--- config.mk ---
export PLATFORM = sky130hd
export DESIGN_NAME = circular_deque_with_index_read
export DESIGN_NICKNAME = d
export VERILOG_FILES = /design/src/rtl/cdq_pkg.sv /design/src/rtl/cdq_ram.sv /design/src/rtl/circular_deque_with_index_read.sv
export SDC_FILE = /design/constraint.sdc
export NUM_CORES = 1
export LEC_CHECK = 0
export BUFFER_PORTS_ARGS = -buffer_cell sky130_fd_sc_hd__buf_4
export CORE_MARGIN = 2
export CORE_UTILIZATION = 45
export DETAILED_ROUTE_END_ITERATION = 12
export HOLD_SLACK_MARGIN = 0.06
export PLACE_DENSITY = 0.63
export SYNTH_ARGS = -nofsm -noshare
export SYNTH_HDL_FRONTEND = slang
export SYNTH_SLANG_ARGS = --single-unit
--- constraint.sdc ---
create_clock -name i_clk -period 6.7 [get_ports i_clk]
set_input_delay 1.34 -clock i_clk [delete_from_list [all_inputs] [get_ports i_clk]]
set_output_delay 1.34 -clock i_clk [all_outputs]
set_load 0.01 [all_outputs]
--- src/rtl/cdq_pkg.sv ---
// Shared constants, command and status codes, and pointer helpers for the
// circular deque. No dependencies.
package cdq_pkg;

    // Capacity and element width of the store.
    localparam int DEPTH  = 16;
    localparam int WIDTH  = 32;

    // Port field widths.
    localparam int CMD_W  = 3;
    localparam int VAL_W  = 32;
    localparam int IDX_W  = 4;
    localparam int STAT_W = 2;
    localparam int CNT_W  = 5;

    // Derived widths.
    localparam int AW = (DEPTH > 1) ? $clog2(DEPTH) : 1;
    localparam int CW = $clog2(DEPTH + 1);
    localparam int SW = ((AW > IDX_W) ? AW : IDX_W) + 1;
    localparam int IW = (CW > IDX_W) ? CW : IDX_W;

    // Command codes.
    localparam logic [CMD_W-1:0] CMD_PUSH_BACK  = 3'd0;
    localparam logic [CMD_W-1:0] CMD_PUSH_FRONT = 3'd1;
    localparam logic [CMD_W-1:0] CMD_POP_BACK   = 3'd2;
    localparam logic [CMD_W-1:0] CMD_POP_FRONT  = 3'd3;
    localparam logic [CMD_W-1:0] CMD_READ       = 3'd4;
    localparam logic [CMD_W-1:0] CMD_CLEAR      = 3'd5;

    // Status codes.
    localparam logic [STAT_W-1:0] ST_OK    = 2'd0;
    localparam logic [STAT_W-1:0] ST_EMPTY = 2'd1;
    localparam logic [STAT_W-1:0] ST_FULL  = 2'd2;
    localparam logic [STAT_W-1:0] ST_RANGE = 2'd3;

    function automatic logic [AW-1:0] wrap_inc(input logic [AW-1:0] p);
        return (p == AW'(DEPTH - 1)) ? '0 : AW'(p + AW'(1));
    endfunction

    function automatic logic [AW-1:0] wrap_dec(input logic [AW-1:0] p);
        return (p == '0) ? AW'(DEPTH - 1) : AW'(p - AW'(1));
    endfunction

endpackage

--- src/rtl/cdq_ram.sv ---
// Generic single-write, single-read synchronous RAM with a registered read.
// Standalone; no package dependency.
module cdq_ram #(
    parameter int DATA_W  = 32,
    parameter int DEPTH_N = 16
) (
    input  logic                                      i_clk,
    input  logic                                      i_we,
    input  logic [((DEPTH_N > 1) ? $clog2(DEPTH_N) : 1)-1:0] i_waddr,
    input  logic [DATA_W-1:0]                         i_wdata,
    input  logic                                      i_re,
    input  logic [((DEPTH_N > 1) ? $clog2(DEPTH_N) : 1)-1:0] i_raddr,
    output logic [DATA_W-1:0]                         o_rdata
);

    logic [DATA_W-1:0] r_mem [DEPTH_N];
    logic [DATA_W-1:0] r_rdata;

    always_ff @(posedge i_clk) begin
        if (i_we) begin
            r_mem[i_waddr] <= i_wdata;
        end
        if (i_re) begin
            r_rdata <= r_mem[i_raddr];
        end
    end

    assign o_rdata = r_rdata;

endmodule

--- src/rtl/circular_deque_with_index_read.sv ---
// An accepted word passes through stage one, where the slot RAM read completes, and then the output register.
// The block does not take a new word while the previous one is still in stage one; a new word
// waits until the previous result has left that stage.
// Reset (i_rst_n low at a rising edge): pointers, count and both valid flags clear;
// the slot RAM keeps its contents and needs no clearing pass.
module circular_deque_with_index_read (
    input  logic                          i_clk,
    input  logic                          i_rst_n,
    // Command channel.
    input  logic                          i_in_valid,
    output logic                          o_in_ready,
    input  logic [cdq_pkg::CMD_W-1:0]     i_cmd,
    input  logic [cdq_pkg::VAL_W-1:0]     i_value,
    input  logic [cdq_pkg::IDX_W-1:0]     i_index,
    // Result channel.
    output logic                          o_out_valid,
    input  logic                          i_out_ready,
    output logic [cdq_pkg::VAL_W-1:0]     o_read_data,
    output logic [cdq_pkg::STAT_W-1:0]    o_status,
    output logic [cdq_pkg::CNT_W-1:0]     o_count
);

    import cdq_pkg::*;

    // Architectural state: front pointer, next free slot at the back, and fill count.
    logic [AW-1:0]     r_head, n_head;
    logic [AW-1:0]     r_tail, n_tail;
    logic [CW-1:0]     r_cnt,  n_cnt;

    // Stage one holds a decided result while the RAM read completes.
    logic              r_s1_valid;
    logic              r_s1_is_read;
    logic [STAT_W-1:0] r_s1_status;
    logic [CNT_W-1:0]  r_s1_count;

    // Output register.
    logic              r_out_valid;
    logic [VAL_W-1:0]  r_out_data;
    logic [STAT_W-1:0] r_out_status;
    logic [CNT_W-1:0]  r_out_count;

    logic              accept;
    logic              full;
    logic              empty;
    logic              dec_we;
    logic              dec_re;
    logic [AW-1:0]     dec_waddr;
    logic [STAT_W-1:0] dec_status;
    logic [SW-1:0]     rsum;
    logic [AW-1:0]     raddr;
    logic [WIDTH-1:0]  ram_rdata;

    // A new word is taken only when stage one is empty and the output register
    // will be free by the time stage one hands its result on.
    assign o_in_ready = !r_s1_valid && (!r_out_valid || i_out_ready);
    assign accept     = i_in_valid && o_in_ready;

    assign full  = (r_cnt == CW'(DEPTH));
    assign empty = (r_cnt == '0);

    // Physical slot of a logical index: head plus index, folded once into range.
    // The index is below the count whenever the read is issued, so one fold is enough.
    assign rsum  = SW'(r_head) + SW'(i_index);
    assign raddr = (rsum >= SW'(DEPTH)) ? AW'(rsum - SW'(DEPTH)) : AW'(rsum);

    // Command decode: next pointers, status, and the single RAM access.
    always_comb begin
        n_head     = r_head;
        n_tail     = r_tail;
        n_cnt      = r_cnt;
        dec_status = ST_OK;
        dec_we     = 1'b0;
        dec_re     = 1'b0;
        dec_waddr  = r_tail;
        case (i_cmd)
            CMD_PUSH_BACK: begin
                if (full) begin
                    dec_status = ST_FULL;
                end else begin
                    dec_we    = 1'b1;
                    dec_waddr = r_tail;
                    n_tail    = wrap_inc(r_tail);
                    n_cnt     = CW'(r_cnt + CW'(1));
                end
            end
            CMD_PUSH_FRONT: begin
                if (full) begin
                    dec_status = ST_FULL;
                end else begin
                    dec_we    = 1'b1;
                    dec_waddr = wrap_dec(r_head);
                    n_head    = wrap_dec(r_head);
                    n_cnt     = CW'(r_cnt + CW'(1));
                end
            end
            CMD_POP_BACK: begin
                if (empty) begin
                    dec_status = ST_EMPTY;
                end else begin
                    n_tail = wrap_dec(r_tail);
                    n_cnt  = CW'(r_cnt - CW'(1));
                end
            end
            CMD_POP_FRONT: begin
                if (empty) begin
                    dec_status = ST_EMPTY;
                end else begin
                    n_head = wrap_inc(r_head);
                    n_cnt  = CW'(r_cnt - CW'(1));
                end
            end
            CMD_READ: begin
                if (empty) begin
                    dec_status = ST_EMPTY;
                end else if (IW'(i_index) >= IW'(r_cnt)) begin
                    dec_status = ST_RANGE;
                end else begin
                    dec_re = 1'b1;
                end
            end
            CMD_CLEAR: begin
                n_head = '0;
                n_tail = '0;
                n_cnt  = '0;
            end
            default: begin
                // Unused codes leave everything as it is and report ok.
            end
        endcase
    end

    cdq_ram #(
        .DATA_W  (WIDTH),
        .DEPTH_N (DEPTH)
    ) u_ram (
        .i_clk   (i_clk),
        .i_we    (accept && dec_we),
        .i_waddr (dec_waddr),
        .i_wdata (WIDTH'(i_value)),
        .i_re    (accept && dec_re),
        .i_raddr (raddr),
        .o_rdata (ram_rdata)
    );

    // Control state.
    always_ff @(posedge i_clk) begin
        if (!i_rst_n) begin
            r_head      <= '0;
            r_tail      <= '0;
            r_cnt       <= '0;
            r_s1_valid  <= 1'b0;
            r_out_valid <= 1'b0;
        end else begin
            if (accept) begin
                r_head <= n_head;
                r_tail <= n_tail;
                r_cnt  <= n_cnt;
            end
            r_s1_valid <= accept;
            // Stage one always finds the output register free when it moves on.
            if (r_s1_valid) begin
                r_out_valid <= 1'b1;
            end else if (i_out_ready) begin
                r_out_valid <= 1'b0;
            end
        end
    end

    // Result payload.
    always_ff @(posedge i_clk) begin
        if (accept) begin
            r_s1_is_read <= dec_re;
            r_s1_status  <= dec_status;
            r_s1_count   <= CNT_W'(n_cnt);
        end
        if (r_s1_valid) begin
            r_out_data   <= r_s1_is_read ? VAL_W'(ram_rdata) : '0;
            r_out_status <= r_s1_status;
            r_out_count  <= r_s1_count;
        end
    end

    assign o_out_valid = r_out_valid;
    assign o_read_data = r_out_data;
    assign o_status    = r_out_status;
    assign o_count     = r_out_count;

endmodule

==> results_dict.tcl <==
set metrics [dict create \
    ys_types 63 \
    rows 84 \
    diodes 0 \
    cts_tree "done" \
    synth-async-reset-ratio 0 \
    status "complete, no violations" \
    finalSetupViolCount 0 \
    rsz0062_at_grt "no" \
    synthToLayoutAreaGrowth_pct 14.1 \
    worstPathArrival_ns 4.34 \
    worst-path-max-fanout 53 \
    synth_seq_area_share 0.759 \
    port_buffers 83 \
    clock_skew_ns 0.0179 \
    powerDensity_nw_per_um2 297 \
    critPathLaunchType "input pin" \
    dpl.cell_count 1950 \
    ir_drop_uv 171 \
    cpPeakStageDelay_ns 1.35 \
    drv_slew 0 \
    synth_xor_area_frac 0.00252 \
    ys_ff_latch 606 \
    synth_edf_count 591 \
    drt_iter0_drc 854 \
    cts_buffers 59 \
    fin_cells 2054 \
    layout-drive-gt1-share 0.257 \
    num_vias 11600 \
    synthMuxAreaShare 0.124 \
    endpoint_kind "register" \
    finalWorstPathRequiredPeriod_ns 4.02 \
    gp_congestion 0.807 \
    start_util 0.454 \
    hp-class "reg2reg" \
    grt_use_total 0.189 \
    drt-total-wl_um 50500 \
    grt-ovfl-total 0 \
    synth_fa_ha_area_frac 0.00821 \
    grt_pass1_wl_um 75300 \
    worstMarginPinSlew_ns 1.09 \
    cts_root_buffer "clkbuf_16" \
    dr.pass1.iters 5 \
    antenna_found_initial 2 \
    post-cts-setup-buffers 0 \
    cp_slowest_cell "fa_4" \
    crit_type "in2reg" \
    final_common_cell "edfxtp_1" \
    crit_chain "buf_4 > ha_4 > inv_1 > fa_4 > buf_4 > mux4_2 > and2_1 > a211oi_1 > a31oi_1" \
    wl_per_cell_um 24.6 \
    core_area_um2 52400 \
    ctsHoldBuffers 0 \
    crit_required_ns 7.02 \
    via_per_inst 5.66 \
    post_cts_resized 0 \
    die_y_um 234 \
    syn_area_um2 23800 \
    drv_cap 0 \
    cts.sinks 606 \
    fin_tns_setup_ns 0 \
    postSynthCellCount 1209 \
    dp_hpwl_um 27500 \
    fp.dieW_um 234 \
    synth-simple-area-share 0.0494 \
    p_leak_uw 0.00866 \
    max_freq_ghz 0.249 \
    ys.flop_type "edfxtp_1" \
    hold_violations 0 \
    whs_ns 0.420 \
    fin_nets 1381 \
    cts_buffer_depth 3 \
    h-tree-depth 2 \
    most-common-layout-cells "edfxtp_1 (591), mux4_2 (129), buf_4 (114), nand2_1 (85), and2_1 (65)" \
    synth_top_family_by_area "multiplexers" \
    max_slew_margin 0.272 \
    min_period_over_period 0.600 \
    ioPinCount 84 \
    ys_warn_count 0 \
    drc 0 \
    cpMostUsedCell "buf_4" \
    fillCellCount 4159 \
    syn_area_per_cell_um2 19.7 \
    grt_start_max_net_pins 65 \
    grt_pass1_vias 11800 \
    synthesis.nets 1267 \
    cts.clk_slew.worst_paths_ns 0.06 \
    clk_latency_ns 0.62 \
    die-area_um2 54700 \
    total_power_uw 8050 \
    synth_compound_area_frac 0.0399 \
    ant_nets 0 \
]
==> final cells by class <==
| type | instances | area (um^2) | share of cell area |
|---|---|---|---|
| sequential | 606 | 18000 | 0.665 |
| multi-input combinational | 524 | 5510 | 0.203 |
| clock buffer | 75 | 1560 | 0.0574 |
| timing repair buffer | 116 | 896 | 0.0330 |
| tap | 688 | 861 | 0.0317 |
| clock inverter | 29 | 205 | 0.00756 |
| inverter | 16 | 60.1 | 0.00221 |
==> worst paths after layout <==
kind                        from               end  slack [ns]  depth (start not counted)
setup / recovery      i_index[0]  u_ram.o_rdata[7]        2.68                          9
hold / removal    r_s1_status[1]       o_status[1]        0.42                          0
setup reg to reg       r_head[0]  u_ram.o_rdata[7]        2.93                          8
hold reg to reg   r_s1_status[1]       o_status[1]        0.42                          0
==> flip-flops by register name (all words and copies together) (netlist names) <==
name           cells
o_status           2
r_s1_is_read       1
r_s1_valid         1
u_ram.r_mem      512
r_s1_status        2
o_out_valid        1
u_ram.o_rdata     32
r_cnt              5
o_count            5
r_s1_count         5
o_read_data       32
r_head             4
r_tail             4
==> synthesized netlist by cell type (15+ instances only) <==
cell type  count  share of area
edfxtp_1     591           0.75
a211oi_1      35          0.011
nor2_1        37         0.0058
dfxtp_1       15          0.013
and2_1        65          0.017
clkbuf_1      21         0.0033
inv_1         15         0.0024
buf_2         30         0.0063
mux4_2       129           0.12
a31oi_1       37         0.0097
a21oi_1       18         0.0038
nand2_1       85          0.013
==> critical path, delay by kind of cell <==
family / cells / cell delay [ns]
mux: 1 / 0.36
fa+ha+maj: 2 / 1.48
compound gates: 2 / 0.30
simple gates: 1 / 0.17
buf+inv: 3 / 0.66
==> per-stage QoR <==
stage / cell area (um^2) / worst slack [ns] / util
floorplan: 23800 / 0.730 / -
global placement: 25400 / 2.00 / 0.484
detailed placement: 25400 / 1.99 / 0.484
CTS: 27100 / 2.64 / 0.517
global route: 27100 / 2.50 / 0.517
finish: 27100 / 2.68 / 0.517
==> metal layers <==
layer	up-vias	part of all wire	routed length (um)	GRT usage
li1	5153	-	-	-
met1	6096	0.43	21800	0.260
met2	277	0.50	25100	0.313
met3	90	0.047	2390	0.0298
met4	2	0.023	1170	0.0591
met5	-	0.00026	13	0
==> kinds of logic (layout without fill, tap and decap cells) <==
| kind of cell | Yosys count | in the layout |
|---|---|---|
| DFF | 606 | 606 |
| and+or+nand+nor | 232 | 232 |
| AOI/OAI and AO/OA | 138 | 138 |
| muxes | 133 | 133 |
| buffers and inverters | 79 | 236 |
| adders and majority gates | 15 | 15 |
| xor gates and xnor gates | 6 | 6 |
==> power by group <==
| group | switching [uW] | internal [uW] |
|---|---|---|
| registers | 21.0 | 4210 |
| clock network | 1370 | 1710 |
| logic | 409 | 320 |
| total | 1800 | 6240 |
Power figures use the tool's default switching activity.
